$ cat src/rtl/core/bmhq_pkg.sv
// Shared types and codes for the binary min-heap queue.
package bmhq_pkg;

  localparam int unsigned KeyW     = 32;
  localparam int unsigned PayloadW = 32;
  localparam int unsigned StatusW  = 2;
  localparam int unsigned CountW   = 7;

  typedef enum logic {
    FUNC_PUSH = 1'b0,
    FUNC_POP  = 1'b1
  } func_e;

  typedef enum logic [StatusW-1:0] {
    STATUS_DONE      = 2'd0,
    STATUS_POP_EMPTY = 2'd1,
    STATUS_PUSH_FULL = 2'd2
  } status_e;

  typedef struct packed {
    logic [KeyW-1:0]     key;
    logic [PayloadW-1:0] payload;
  } entry_t;

  typedef enum logic [2:0] {
    S_IDLE,
    S_PUSH_RD,
    S_PUSH_CMP,
    S_POP_LAST,
    S_POP_LD,
    S_POP_RD,
    S_POP_CMP,
    S_DONE
  } bmhq_state_e;

  typedef enum logic [1:0] {
    RD_PARENT,
    RD_LAST,
    RD_CHILD
  } rd_sel_e;

  typedef enum logic [1:0] {
    WR_NONE,
    WR_MOV,
    WR_PARENT,
    WR_CHILD
  } wr_sel_e;

  typedef struct packed {
    logic    accept;
    rd_sel_e rd_sel;
    wr_sel_e wr_sel;
    logic    ld_mov;
    logic    load_out;
  } bmhq_cmd_t;

  typedef struct packed {
    logic full;
    logic empty;
    logic one;
    logic hole_zero;
    logic no_child;
    logic up_swap;
    logic down_swap;
    logic out_free;
  } bmhq_sts_t;

endpackage

$ cat src/rtl/core/bmhq_ctrl.sv
// Sequencer for push sift-up and pop sift-down over the heap datapath.
module bmhq_ctrl (
  input  logic                clk_i,
  input  logic                rst_ni,
  input  logic                in_valid_i,
  input  logic                func_i,
  output logic                in_ready_o,
  input  bmhq_pkg::bmhq_sts_t sts_i,
  output bmhq_pkg::bmhq_cmd_t cmd_o
);
  import bmhq_pkg::*;

  bmhq_state_e state_q, state_d;

  always_ff @(posedge clk_i or negedge rst_ni) begin
    if (!rst_ni) begin
      state_q <= S_IDLE;
    end else begin
      state_q <= state_d;
    end
  end

  always_comb begin
    state_d = state_q;
    unique case (state_q)
      S_IDLE: begin
        if (in_valid_i) begin
          if (func_i == FUNC_PUSH) begin
            state_d = sts_i.full ? S_DONE : S_PUSH_RD;
          end else begin
            state_d = (sts_i.empty || sts_i.one) ? S_DONE : S_POP_LAST;
          end
        end
      end
      S_PUSH_RD:  state_d = sts_i.hole_zero ? S_DONE : S_PUSH_CMP;
      S_PUSH_CMP: state_d = sts_i.up_swap ? S_PUSH_RD : S_DONE;
      S_POP_LAST: state_d = S_POP_LD;
      S_POP_LD:   state_d = S_POP_RD;
      S_POP_RD:   state_d = sts_i.no_child ? S_DONE : S_POP_CMP;
      S_POP_CMP:  state_d = sts_i.down_swap ? S_POP_RD : S_DONE;
      S_DONE:     state_d = sts_i.out_free ? S_IDLE : S_DONE;
      default:    state_d = S_IDLE;
    endcase
  end

  always_comb begin
    cmd_o      = '0;
    cmd_o.rd_sel = RD_PARENT;
    cmd_o.wr_sel = WR_NONE;
    in_ready_o = 1'b0;
    unique case (state_q)
      S_IDLE: begin
        in_ready_o   = 1'b1;
        cmd_o.accept = in_valid_i;
      end
      S_PUSH_RD: begin
        cmd_o.rd_sel = RD_PARENT;
        if (sts_i.hole_zero) begin
          cmd_o.wr_sel = WR_MOV;
        end
      end
      S_PUSH_CMP: begin
        cmd_o.wr_sel = sts_i.up_swap ? WR_PARENT : WR_MOV;
      end
      S_POP_LAST: begin
        cmd_o.rd_sel = RD_LAST;
      end
      S_POP_LD: begin
        cmd_o.ld_mov = 1'b1;
      end
      S_POP_RD: begin
        cmd_o.rd_sel = RD_CHILD;
        if (sts_i.no_child) begin
          cmd_o.wr_sel = WR_MOV;
        end
      end
      S_POP_CMP: begin
        cmd_o.wr_sel = sts_i.down_swap ? WR_CHILD : WR_MOV;
      end
      S_DONE: begin
        cmd_o.load_out = sts_i.out_free;
      end
      default: begin
        in_ready_o = 1'b0;
      end
    endcase
  end

  // A sift only starts from an accepted request, and each state issues one write at most.
  assert property (@(posedge clk_i) disable iff (!rst_ni)
    (state_q == S_IDLE) && !in_valid_i |=> (state_q == S_IDLE))
    else $error("sequencer left idle without a request");

endmodule

$ cat config.mk
export PLATFORM = sky130hd
export DESIGN_NAME = bmhq_ctrl
export DESIGN_NICKNAME = d
export VERILOG_FILES = /design/src/rtl/core/bmhq_pkg.sv /design/src/rtl/core/bmhq_ctrl.sv
export SDC_FILE = /design/constraint.sdc
export NUM_CORES = 1
export LEC_CHECK = 0
export ABC_CLOCK_PERIOD_IN_PS = 3900
export BUFFER_PORTS_ARGS = -buffer_cell sky130_fd_sc_hd__buf_2
export CORE_AREA = 2 2 39 41
export CTS_CLUSTER_DIAMETER = 150
export DETAILED_ROUTE_END_ITERATION = 8
export DIE_AREA = 0 0 41 43
export PLACE_DENSITY_LB_ADDON = 0.05
export SYNTH_ARGS = -nofsm -noshare
export SYNTH_HDL_FRONTEND = slang
export SYNTH_SLANG_ARGS = --single-unit
$ cat constraint.sdc
create_clock -name clk_i -period 3.9 [get_ports clk_i]
set_input_delay 0.585 -clock clk_i [delete_from_list [all_inputs] [get_ports clk_i]]
set_output_delay 0.585 -clock clk_i [all_outputs]
set_load 0.02 [all_outputs]
==> reports/qor.csv, run 1 <==
metric;value;unit
status;finished clean;
global route total overflow;0;
EDFF count, synth;0;
Top Layer Used;met3;
largest cells by area after synthesis;dfrtp_1 (26%), mux2i_1 (7.0%), nor3_1 (5.3%), nand2_1 (5.3%), o211ai_1 (5.3%);
Reg2Reg Setup Slack;2.52;ns
initial core utilization;20.6;%
Largest Register;state_q;
die area;0.00176;sq mm
multiplexer area fraction after synthesis;7.02;%
drt via density;4.62;
# diodes;0;
achievable frequency;499;MHz
fin cells;71;
HP Class;in -> async;
Hold Slack;0.140;ns
Post-Route M1 WL;357;microns
Rows;14;
leakage dissipation;0.210;nW
Die W;41;microns
DR WL/cell;11.5;microns
fin nets;68;
final setup TNS;0;ns
Min Clock Period, post-route;2.00;ns
CP Buf/Inv Count;1;
crit-path max FO;11;
Initial DRC Count;2;
Top FF cell, synth;dfrtp_1;
Final WS setup;1.90;ns
max reg flops;3;
Post-DP HPWL;669;microns
Tot Pwr;0.298;mW
CTS buffer count;3;
synthesis-to-finish area growth;42.1;%
Final Hold Vio Count;0;
Routed Antenna Nets;0;
CTS tree;yes;
Hold-fix buffers, CTS;0;
largest net degree at the start of global routing;12;
Core ar.;0.00138;sq mm
Synth Area in XOR/XNOR;0;%
Final Slew Violations;0;
I/O pins;20;
die height;43;microns
Mapped Nets;47;
clk_lat worst skew;0.23;ns
Clock Sinks;3;
cell family contributing the most delay on the critical path;flip-flops;
post-synthesis adder-cell area fraction;0;%
share of cells above drive strength 1;50.9;%
synthesized instance count;35;
sequential area share after synthesis;26.3;%
Resize count post-CTS;0;
post-synthesis compound-gate area fraction;25.4;%
Worst EP required;3.31;ns
Worst-Margin Slew;0.389;ns
final core utilization;29.3;%
Cell Area, Placed;379;sq um
H-tree levels;1;
CP max stage cell;dfrtp_1;
Max transition margin;74.1;%
drt drc;0;
final wirelength;816;microns
synth cell count leaders;nand2_1 (4), dfrtp_1 (3), nor3_1 (3);
Mean Syn Cell Area;8.15;sq um
post-synthesis register bit count;3;
mapped cell area;285;sq um
top flop regs;state_q (3);
met2 WL;404;microns
CP Cell Sequence;mux2i_1, o22ai_1, buf_2;
CP arrival;1.42;ns
first-pass GRT wire length;1360;microns
Max stage delay on crit path;0.57;ns
async set-reset flop share out of synthesis;100;%
cell with the most instances after synthesis;nand2_1;
endpoints failing setup;0;
Total GRT Usage;11.3;%
Synth Area in Simple Gates;29.8;%
Max Buffers Root-to-Sink;2;
Crit. End Element;output port;
kind of critical path;reg -> out;
Finished Cell Area;405;sq um
pre-CTS setup slack;2.10;ns
period utilisation layout;51.3;%
yosys warns;0;
Max VDD drop;0.189;mV
met3 WL;54;microns
number of buffers added on ports;19;
skew final;0.00159;ns
Filler cells;166;
Setup Buffers After CTS;0;
initial antenna violation count;0;
PD cells;734;mW/mm^2
1st-pass router iterations;2;
vias in the first global route;325;
CP Launch Type;register;
Clock transition at path regs;0.04;ns
Synth cell types;23;
top-area cell type share of the netlist area;26.3;%
Via Count;328;
max_cap viols;0;
placer congestion estimate;0.685;
RSZ-0062 raised after global routing;no;
largest area contributor in the netlist;dfrtp_1;
largest family of logic cells by synthesized area;simple AND/OR/NAND/NOR gates;
root buffer cell;clkbuf_4;
Placed Cells;67;
## where the power goes
group          total, mW  switching (mW)  internal (mW)
Clock             0.0534          0.0151         0.0383
Combinational      0.154          0.0908         0.0637
Sequential        0.0898          0.0444         0.0453
## cells by family (layout without fill, tap and decap cells)
group,count (synthesis),in the layout
DFF,3,3
AOI/OAI and AO/OA,9,9
and+or+nand+nor,15,15
buffers and inverters,6,26
muxes,2,2
## layout by cell type, fill, tap and decap left out, drive strengths merged
cell type	count
a211oi	1
a31oi	1
and2	1
and3	1
buf	19
clkbuf	4
dfrtp	3
inv	3
mux2i	2
nand2	4
nor2	2
nor2b	1
nor3	4
nor3b	1
o211ai	2
o21ai	2
o22ai	1
o31ai	1
o32ai	1
or4	1
## metal layers
metal | global-route usage [%] | up-vias
met3 | 3.66 | 0
met5 | 0 | -
met1 | 11.7 | 148
met4 | 4.00 | 0
met2 | 19.7 | 12
li1 | - | 168
## path summary, 6_finish.rpt
check	from	endpoint	cells past startpoint
worst max register to register	state_q[0]	state_q[0]	3
worst max-delay path	state_q[2]	cmd_o[2]	3
max in group asynchronous	rst_ni	state_q[0]	1
min in group clk_i	sts_i[6]	state_q[2]	3
worst min register to register	state_q[1]	state_q[1]	2
worst min-delay path	rst_ni	state_q[2]	1
## worst register-to-register path, delay by kind of cell (launching register included)
kind,cells,cell delay (ns)
DFF,1,0.50
and+or+nand+nor,1,0.59
AOI/OAI and AO/OA,2,0.14
## area by class of cell
cell class              instances  area (sq um)  share of cell area (%)
flip-flops and latches          3          75.1                    18.5
multi-input cells              26           178                    43.8
repair buffers                 19          95.1                    23.5
inverters                       3          11.3                    2.78
clock buffers                   4          26.3                    6.48
well taps                      16          20.0                    4.94
(Power assumes the default switching activity.)
==> run 2, diff against run 1 <==
--- a/config.mk
+++ b/config.mk
@@ -5,7 +5,7 @@
 export SDC_FILE = /design/constraint.sdc
 export NUM_CORES = 1
 export LEC_CHECK = 0
-export ABC_CLOCK_PERIOD_IN_PS = 3900
+export ABC_CLOCK_PERIOD_IN_PS = 1900
 export BUFFER_PORTS_ARGS = -buffer_cell sky130_fd_sc_hd__buf_2
 export CORE_AREA = 2 2 39 41
 export CTS_CLUSTER_DIAMETER = 150
==> constraint.sdc (replaced) <==
create_clock -name clk_i -period 1.9 [get_ports clk_i]
set_input_delay 0.285 -clock clk_i [delete_from_list [all_inputs] [get_ports clk_i]]
set_output_delay 0.285 -clock clk_i [all_outputs]
set_load 0.02 [all_outputs]
==> reports/qor.csv, run 2 (synthesis results as in run 1) <==
metric;value;unit;change
status;finished clean;;
number of buffers added on ports;19;;unchanged
Max Buffers Root-to-Sink;2;;unchanged
r2r worst-path depth;3;;unchanged
Tot Pwr;0.615;mW;+110%
Worst-Margin Slew;0.394;ns;+0.00483 ns
Placed Cells;67;;unchanged
cell family contributing the most delay on the critical path;flip-flops;;
root buffer cell;clkbuf_4;;
skew final;0.00102;ns;-0.000571 ns
cell depth of the worst min-delay path;3;;
max reg flops;3;;unchanged
placer congestion estimate;0.689;;+0.54%
cell internal pwr;0.304;mW;+110%
met2 Resource Use GR;15.9;%;-3.8 points
RR Startpoint;state_q[0];;
largest net degree at the start of global routing;12;;unchanged
top flop regs;state_q (3);;
RSZ-0062 raised after global routing;no;;
Worst EP required;1.62;ns;-1.69 ns
Largest Register;state_q;;
initial antenna violation count;0;;unchanged
Final WS setup;0.215;ns;-1.68 ns
Min Clock Period, post-route;1.68;ns;
I/O pins;20;;unchanged
Clock Sinks;3;;unchanged
Filler cells;163;;-1.8%
crit-path max FO;11;;unchanged
r2r endpoint;state_q[0];;
# diodes;0;;unchanged
Crit path depth;3;;unchanged
initial core utilization;20.6;%;unchanged
leakage dissipation;0.215;nW;+2.0%
sw frac;50.6;%;+0.13 points
fin cells;72;;+1.4%
combinational power share;52.4;%;+0.5 points
CP Launch Type;register;;
CTS buffer count;3;;unchanged
Core ar.;0.00138;sq mm;unchanged
kind of critical path;reg -> out;;
die area;0.00176;sq mm;unchanged
Final Hold Vio Count;0;;unchanged
final wirelength;800;microns;-2.0%
CP max stage cell;dfrtp_1;;
achievable frequency;594;MHz;
met3 usage;4.19;%;+0.52 points
Total GRT Usage;11.1;%;-0.12 points
Clock transition at path regs;0.04;ns;about the same
Crit. End Element;output port;;
final core utilization;30.0;%;+0.72 points
share of cells above drive strength 1;50.0;%;-0.91 points
final setup TNS;0;ns;unchanged
period utilisation layout;88.7;%;
die height;43;microns;unchanged
Initial DRC Count;2;;unchanged
HP Class;in -> reg;;
vias in the first global route;308;;-5.2%
commonest cells after routing, fill and taps aside;buf_2 (19), nand2_1 (4), nor3_1 (3), clkbuf_4 (3), dfrtp_1 (3);;
area of the multi-input gates;178;sq um;unchanged
synthesis-to-finish area growth;45.6;%;
Reg2Reg Setup Slack;0.53;ns;-1.99 ns
CP Cell Sequence;mux2i_1, o22ai_1, buf_2;;
1st-pass router iterations;2;;unchanged
Max stage delay on crit path;0.57;ns;about the same
GRT Max-Usage Layer;met2;;
Rows;14;;unchanged
CTS tree;yes;;
clock power share;17.8;%;about the same
CP Buf/Inv Count;1;;unchanged
clk_lat worst skew;0.23;ns;about the same
Seq pwr share;29.8;%;-0.4 points
endpoints failing setup;0;;unchanged
drt via density;4.46;;-3.5%
min-delay src;sts_i[5];;
global route total overflow;0;;unchanged
Max VDD drop;0.490;mV;+160%
drt drc;0;;unchanged
pre-CTS setup slack;0.456;ns;-1.65 ns
CP arrival;1.40;ns;-0.02 ns
first-pass GRT wire length;1350;microns;-1.0%
H-tree levels;1;;unchanged
Resize count post-CTS;0;;unchanged
Routed Antenna Nets;0;;unchanged
Via Count;321;;-2.1%
Max transition margin;73.8;%;-0.32 points
grt met1 use;14.8;%;+3.1 points
Reg area;75.1;sq um;unchanged
Net Switching;0.311;mW;+110%
Die W;41;microns;unchanged
Min-Delay Endpoint;state_q[2];;
fin nets;69;;+1.5%
Setup Buffers After CTS;0;;unchanged
DR WL/cell;11.1;microns;-3.3%
Final Slew Violations;0;;unchanged
most common cell after layout, fill and taps aside;buf_2;;
PD cells;1480;mW/mm^2;+100%
max_cap viols;0;;unchanged
## run 2: cell types whose count changed in the layout (fill, tap and decap cells not counted)
cell,delta
dlygate4sd3_1,+1
## run 2: layout make-up
class,instances,area share (%)
well taps,16,4.82
multi-input cells,26,42.8
repair buffers,20,25.3
inverters,3,2.71
clock buffers,4,6.33
flip-flops and latches,3,18.1
## run 2: worst min-delay path, cell delays in order
cell,delay [ns]
buf_2,0.07
nor3b_1,0.04
o32ai_1,0.12
## run 2: metal layers
layer	routed length [microns]	part of all wire [%]
met5	0	0
met1	362	45
met3	70	8.8
met2	367	46
met4	0	0
## run 2: how the worst max path moves through the flow
stage,startpoint,endpoint,slack [ns]
2_1_floorplan,state_q[0],cmd_o[6],0.39
3_3_place_gp,state_q[2],cmd_o[2],0.50
3_5_place_dp,state_q[2],cmd_o[2],0.46
4_1_cts,state_q[2],cmd_o[2],0.20
5_1_grt,state_q[2],cmd_o[2],0.08
6_report,state_q[2],cmd_o[2],0.22
## run 2: timing repair
| item | 4_1_cts | 5_1_grt |
|---|---|---|
| endpoints found under the hold margin | 3 | 0 |
| hold buffers | 1 | 0 |
| setup endpoints to repair | 0 | 0 |
## run 2: power by group through the flow
stage	Clock [mW]	Sequential [mW]	Combinational, mW
floorplan	0	0.105	0.330
global placement	0	0.183	0.323
detailed placement	0	0.186	0.324
CTS	0.115	0.183	0.327
global route	0.122	0.194	0.357
finish	0.110	0.183	0.322
## run 2: metrics by stage
step / hold WS, ns / area (sq um)
finish: 0.342 / 415
CTS: 0.356 / 415
global placement: 0.0836 / 379
floorplan: -0.0106 / 285
detailed placement: 0.0811 / 379
global route: 0.369 / 415
